File: config.mk
export PLATFORM = sky130hd
export DESIGN_NAME = mede_ctrl
export DESIGN_NICKNAME = d
export VERILOG_FILES = /design/src/design/assert_macros.svh /design/src/design/mede_pkg.sv /design/src/design/mede_ctrl.sv
export SDC_FILE = /design/constraint.sdc
export NUM_CORES = 1
export LEC_CHECK = 0
export ABC_AREA = 0
export CORE_AREA = 2 2 39 41
export DETAILED_ROUTE_END_ITERATION = 8
export DIE_AREA = 0 0 41 43
export DONT_BUFFER_PORTS = 1
export PLACE_DENSITY_LB_ADDON = 0.2
export SKIP_LAST_GASP = 1
export SYNTH_ARGS = -nofsm -noshare
export SYNTH_HDL_FRONTEND = slang
export SYNTH_SLANG_ARGS = --single-unit
File: constraint.sdc
create_clock -name clk -period 2 [get_ports clk]
set_input_delay 0.2 -clock clk [delete_from_list [all_inputs] [get_ports clk]]
set_output_delay 0.2 -clock clk [all_outputs]
set_load 0.02 [all_outputs]
File: src/design/assert_macros.svh
// Assertion helpers shared by the RTL.
`ifndef ASSERT_MACROS_SVH
`define ASSERT_MACROS_SVH

`ifndef ASSERT_OFF

// Same-cycle implication, checked out of reset only.
`define ASSERT_IMPLY(lbl, clk, rstn, ante, cons) \
  lbl: assert property (@(posedge clk) disable iff (!rstn) (ante) |-> (cons)) \
    else $error("assertion failed: same-cycle implication");

// Next-cycle implication, checked out of reset only.
`define ASSERT_NEXT(lbl, clk, rstn, ante, cons) \
  lbl: assert property (@(posedge clk) disable iff (!rstn) (ante) |=> (cons)) \
    else $error("assertion failed: next-cycle implication");

`else

`define ASSERT_IMPLY(lbl, clk, rstn, ante, cons)
`define ASSERT_NEXT(lbl, clk, rstn, ante, cons)

`endif

`endif

File: src/design/mede_pkg.sv
package mede_pkg;

  localparam int MAX_WIDTH  = 1024;
  localparam int COL_W      = $clog2(MAX_WIDTH);
  localparam int KROWS      = 3;
  localparam int MEM_DEPTH  = KROWS * MAX_WIDTH;
  localparam int ADDR_W     = $clog2(MEM_DEPTH);
  localparam int NUM_SLOTS  = 12;
  localparam int SLOT_W     = 4;
  localparam int ERR_W      = 17;
  localparam int MAG_W      = 16;
  localparam int PROD_W     = 24;
  localparam int DIVR_W     = 10;
  localparam int CNT_W      = 5;

  localparam logic [7:0] OUT_WHITE       = 8'd255;
  localparam logic [7:0] OUT_BLACK       = 8'd0;
  localparam logic [7:0] OUT_TRANSPARENT = 8'd128;

  typedef enum logic [2:0] {
    CFG_WIDTH,
    CFG_HEIGHT,
    CFG_SERP,
    CFG_WROW0,
    CFG_WROW1,
    CFG_WROW2,
    CFG_DIVISOR
  } cfg_idx_t;

  typedef enum logic [3:0] {
    ST_CLEAR,
    ST_IDLE,
    ST_READ,
    ST_ERR,
    ST_SLOT,
    ST_DSTART,
    ST_DIV,
    ST_WB,
    ST_DONE
  } state_t;

  typedef struct packed {
    logic clr_step;
    logic load_pix;
    logic rd_cur;
    logic calc_err;
    logic nb_issue;
    logic div_start;
    logic wb;
    logic slot_next;
    logic finish;
  } dp_cmd_t;

  typedef struct packed {
    logic clr_last;
    logic opaque;
    logic slot_ok;
    logic slot_last;
    logic div_done;
    logic div_busy;
    logic out_free;
    logic row_end;
  } dp_sts_t;

endpackage

File: src/design/mede_ctrl.sv
module mede_ctrl (
  input  logic              clk,
  input  logic              rst_n,
  input  logic              in_tvalid,
  output logic              in_tready,
  input  mede_pkg::dp_sts_t sts,
  output mede_pkg::dp_cmd_t cmd
);
  import mede_pkg::*;

  state_t state_r, state_nxt;

  always_ff @(posedge clk) begin
    if (!rst_n) begin
      state_r <= ST_CLEAR;
    end else begin
      state_r <= state_nxt;
    end
  end

  always_comb begin
    state_nxt = state_r;
    unique case (state_r)
      ST_CLEAR:  if (sts.clr_last) state_nxt = ST_IDLE;
      ST_IDLE:   if (in_tvalid) state_nxt = ST_READ;
      ST_READ:   state_nxt = ST_ERR;
      ST_ERR:    state_nxt = sts.opaque ? ST_SLOT : ST_DONE;
      ST_SLOT: begin
        if (sts.slot_ok) begin
          state_nxt = ST_DSTART;
        end else if (sts.slot_last) begin
          state_nxt = ST_DONE;
        end
      end
      ST_DSTART: state_nxt = ST_DIV;
      ST_DIV:    if (sts.div_done) state_nxt = ST_WB;
      ST_WB:     state_nxt = sts.slot_last ? ST_DONE : ST_SLOT;
      ST_DONE: begin
        if (sts.out_free) begin
          state_nxt = sts.row_end ? ST_CLEAR : ST_IDLE;
        end
      end
      default:   state_nxt = ST_CLEAR;
    endcase
  end

  always_comb begin
    cmd       = '0;
    in_tready = 1'b0;
    unique case (state_r)
      ST_CLEAR:  cmd.clr_step = 1'b1;
      ST_IDLE: begin
        in_tready    = 1'b1;
        cmd.load_pix = in_tvalid;
      end
      ST_READ:   cmd.rd_cur = 1'b1;
      ST_ERR:    cmd.calc_err = 1'b1;
      ST_SLOT: begin
        cmd.nb_issue  = sts.slot_ok;
        cmd.slot_next = !sts.slot_ok;
      end
      ST_DSTART: cmd.div_start = 1'b1;
      ST_DIV:    cmd = '0;
      ST_WB: begin
        cmd.wb        = 1'b1;
        cmd.slot_next = 1'b1;
      end
      ST_DONE:   cmd.finish = sts.out_free;
      default:   cmd = '0;
    endcase
  end

endmodule

* After elaboration in Yosys (flattened, before gate mapping)
Cells that the tools add are included. W data, S select, Z words.
Word-level totals: input bits 11, output and inout bits 10, word-level logic and storage cells 37, register bits after elaboration 4
Cells by class: reduce and logical (&&, ||, !) cells 3, equality and inequality tests 13, muxes and demuxes 20
Operator list (count):
- $pmux W4 S9 | 1
- $mux W4 | 8
- $eq A4 B3 Y1 const B | 4
- $mux W1 | 10
- $eq A4 B2 Y1 const B | 2
- $ne A2 B2 Y1 const B | 4
- $reduce_and A5 Y1 | 1
- $eq A4 B1 Y1 const B | 1
- $eq A4 B4 Y1 const B | 1
- $logic_not A4 Y1 | 1
- $ne A3 B3 Y1 const B | 1
- $pmux W1 S2 | 1
- $logic_not A1 Y1 | 1

* Longest topological paths before layout
depth after elaboration 3, mapped depth 6, mapped depth without buffers 4

* Worst setup path before layout
OpenSTA, ideal clock, no wires.
kind reg-to-output, start point register state_r[2], end point output cmd[7] in the netlist's numbering, required time 1800 ps, buffers on the path 2, stages on the path, launching flop included 5, data arrival time 1505 ps, slack 295 ps, cells stage by stage dfxtp_1 buf_2 clkbuf_1 nor3_1 and2_1
RTL lines:
- start, declared | RTL line mede_ctrl.sv:11 | state_t state_r, state_nxt;
- start signal, assigned | RTL line mede_ctrl.sv:17 | state_r <= state_nxt;
- end, declared | RTL line mede_ctrl.sv:7 | output mede_pkg::dp_cmd_t cmd

==> impl_metrics.py <==
metrics = {
    "drt": {
        "antenna_left": 0,
        "vias_per_cell": 5.37,
        "first_pass_iters": 4,
        "route.detailed.drc": 0,
        "vias": 419,
        "wl_per_cell_um": 13.1,
        "wl_um": 1020,
        "drt_iter0_drc": 7,
    },
    "yosys": {
        "netlist_area_um2": 434,
        "synth_cell_type_count": 32,
        "yosys_warnings": 0,
        "synthArstFlopShare_pct": 0,
        "synth_edf_count": 0,
        "yosysTopAreaCell": "dfxtp_1",
        "synth_fp_nets": 69,
        "synth_seq_area_share_pct": 18.4,
        "netlist_instances": 58,
        "ys_ff_latch": 4,
        "synth_area_leaders": "dfxtp_1 18%, nor2_1 6.9%, nor4_4 4.9%, nor2b_1 4.3%, a21oi_1 3.5%",
        "synth.top_cell.area_share_pct": 18.4,
        "synth_top_flop_cell": "dfxtp_1",
        "syn_avg_cell_area_um2": 7.49,
    },
    "final_layout": {
        "layout_common_cells": "8 x nor2_1, 6 x buf_4, 4 x nand2_1, 4 x dfxtp_1",
        "final_nets": 75,
        "drive_above_1_share_pct": 22.6,
        "largest_reg_flops": 4,
        "antenna_cells": 0,
        "top_regs": "state_r (4)",
        "area_delta_synth_final_pct": 13.5,
        "largest-register": "state_r",
        "final_common_cell": "nor2_1",
    },
    "timing": {
        "setup_tns_ps": 0,
        "setup_slack_ps": 246,
        "relSlewSlack_pct": 70.1,
        "fin_crit_sh_pct": 87.7,
        "finalHoldViolCount": 0,
        "rsz0062_at_grt": "false",
        "timing.fmax_mhz": 570,
        "slew_viol_final": 0,
        "setup_viol": 0,
        "whs_ps": 98.8,
        "tightest_slew_ps": 447,
        "skew_ps": 6.70,
        "period_needed_ps": 1750,
    },
    "clock_network": {
        "clock_latency_ps": 240,
        "cts_setup_buffers": 0,
        "ctsResizeCount": 0,
        "clkTransAtPathRegs_ps": 30,
        "cts_sinks": 4,
        "htreeDepth": 1,
        "hold_buffers": 0,
        "clockBufferDepth": 2,
        "root_buffer": "clkbuf_4",
        "cts_buffers": 3,
        "cts_tree": "done",
    },
    "critical_path": {
        "r2r_setup_slack_ps": 420,
        "max_stage_delay_ps": 530,
        "cp.required_ps": 1800,
        "crit_buf_inv": 0,
        "crit_fanout": 9,
        "start_kind": "register",
        "rr_worst_depth": 4,
        "endpoint_kind": "output pin",
        "path_cells": "or4b_4, nor2_1",
        "slowest_stage": "or4b_4",
        "cp_top_family": "simple AND/OR/NAND/NOR gates",
        "crit_type": "register to output pin",
        "r2r_start": "state_r[3]",
        "worstPathArrival_ps": 1550,
        "r2r_end": "state_r[3]",
    },
    "grt": {
        "grt_pass1_vias": 422,
        "antenna_found_initial": 0,
        "grt_usage_pct": 15.0,
        "grt_max_degree": 14,
        "overflow": 0,
        "grt_first_pass_wirelength_um": 1810,
    },
    "die": {
        "die_height_um": 43,
        "start_util_pct": 31.4,
        "die_w_um": 41,
        "placementRows": 14,
        "ioPinCount": 21,
        "coreArea_um2": 1380,
        "dieArea_um2": 1760,
    },
    "flow_run": {
        "maxCapViolCount": 0,
    },
    "placement": {
        "routabilityCongestion": 0.756,
        "dpl.hpwl_um": 769,
        "numPortBuffers": 0,
        "dp_slack_ps": 427,
    },
    "pwr": {
        "total_power_w": 0.000303,
        "leakage_nw": 0.170,
        "power.density_nw_per_um2": 616,
        "peakVddDrop_mv": 0.181,
    },
    "min_path": {
        "hold_class": "input port to register",
        "whs_path_depth": 1,
        "min_to": "state_r[3]",
        "hp-start": "rst_n",
    },
    "outcome": {
        "status": "finished clean",
    },
}
[synth_stat cells, types with 2 or more instances]
cell      count
nor2_1        8
dfxtp_1       4
nand2_1       4
a21oi_1       3
inv_1         3
nor2b_1       3
nor3_1        3
buf_2         2
clkbuf_1      2
nand2b_1      2
nor3b_1       2
o21ai_0       2
[cell families (layout without fill, tap and decap cells)]
| kind of cell | after synthesis | count (layout) | synth area share [%] |
|---|---|---|---|
| simple gates | 32 | 32 | 48.4 |
| mux | 1 | 1 | 2.31 |
| compound gates | 13 | 13 | 21.6 |
| flops | 4 | 4 | 18.4 |
| buf+inv | 8 | 12 | 9.22 |
[power breakdown]
part | switching, W | internal (W)
registers | 0.0000141 | 0.0000859
logic | 0.0000591 | 0.0000443
clock network | 0.0000330 | 0.0000671
[worst max-delay path by stage]
stage,endpoint,cells after the start,from
final,cmd[0],2,state_r[3]
after global routing,cmd[0],2,state_r[3]
after CTS,cmd[0],2,state_r[3]
after detailed placement,state_r[3],4,state_r[3]
after global placement,state_r[3],4,state_r[3]
after floorplan,cmd[7],4,state_r[2]
[per-layer routing]
metal / up-vias / share of wire, % / global-route usage (%)
li1: 220 / - / -
met1: 188 / 48 / 19.0
met2: 11 / 45 / 21.6
met3: 0 / 6.5 / 6.28
met4: 0 / 0 / 6.00
met5: - / 0 / 0
[stage by stage]
stage	instance area [um2]	util (%)	std cells
after floorplan	434	-	58
after global placement	470	34.0	75
after detailed placement	470	34.0	75
after CTS	493	35.6	78
after global routing	493	35.6	78
final	493	35.6	78
[area by class of cell]
class / instances / area [um2]
Fill cell: 161 / 891
Multi-Input combinational cell: 46 / 314
Sequential cell: 4 / 80.1
Timing Repair Buffer: 6 / 45.0
Clock buffer: 3 / 22.5
Tap cell: 16 / 20.0
Inverter: 3 / 11.3
Power figures use the tool's default switching activity.
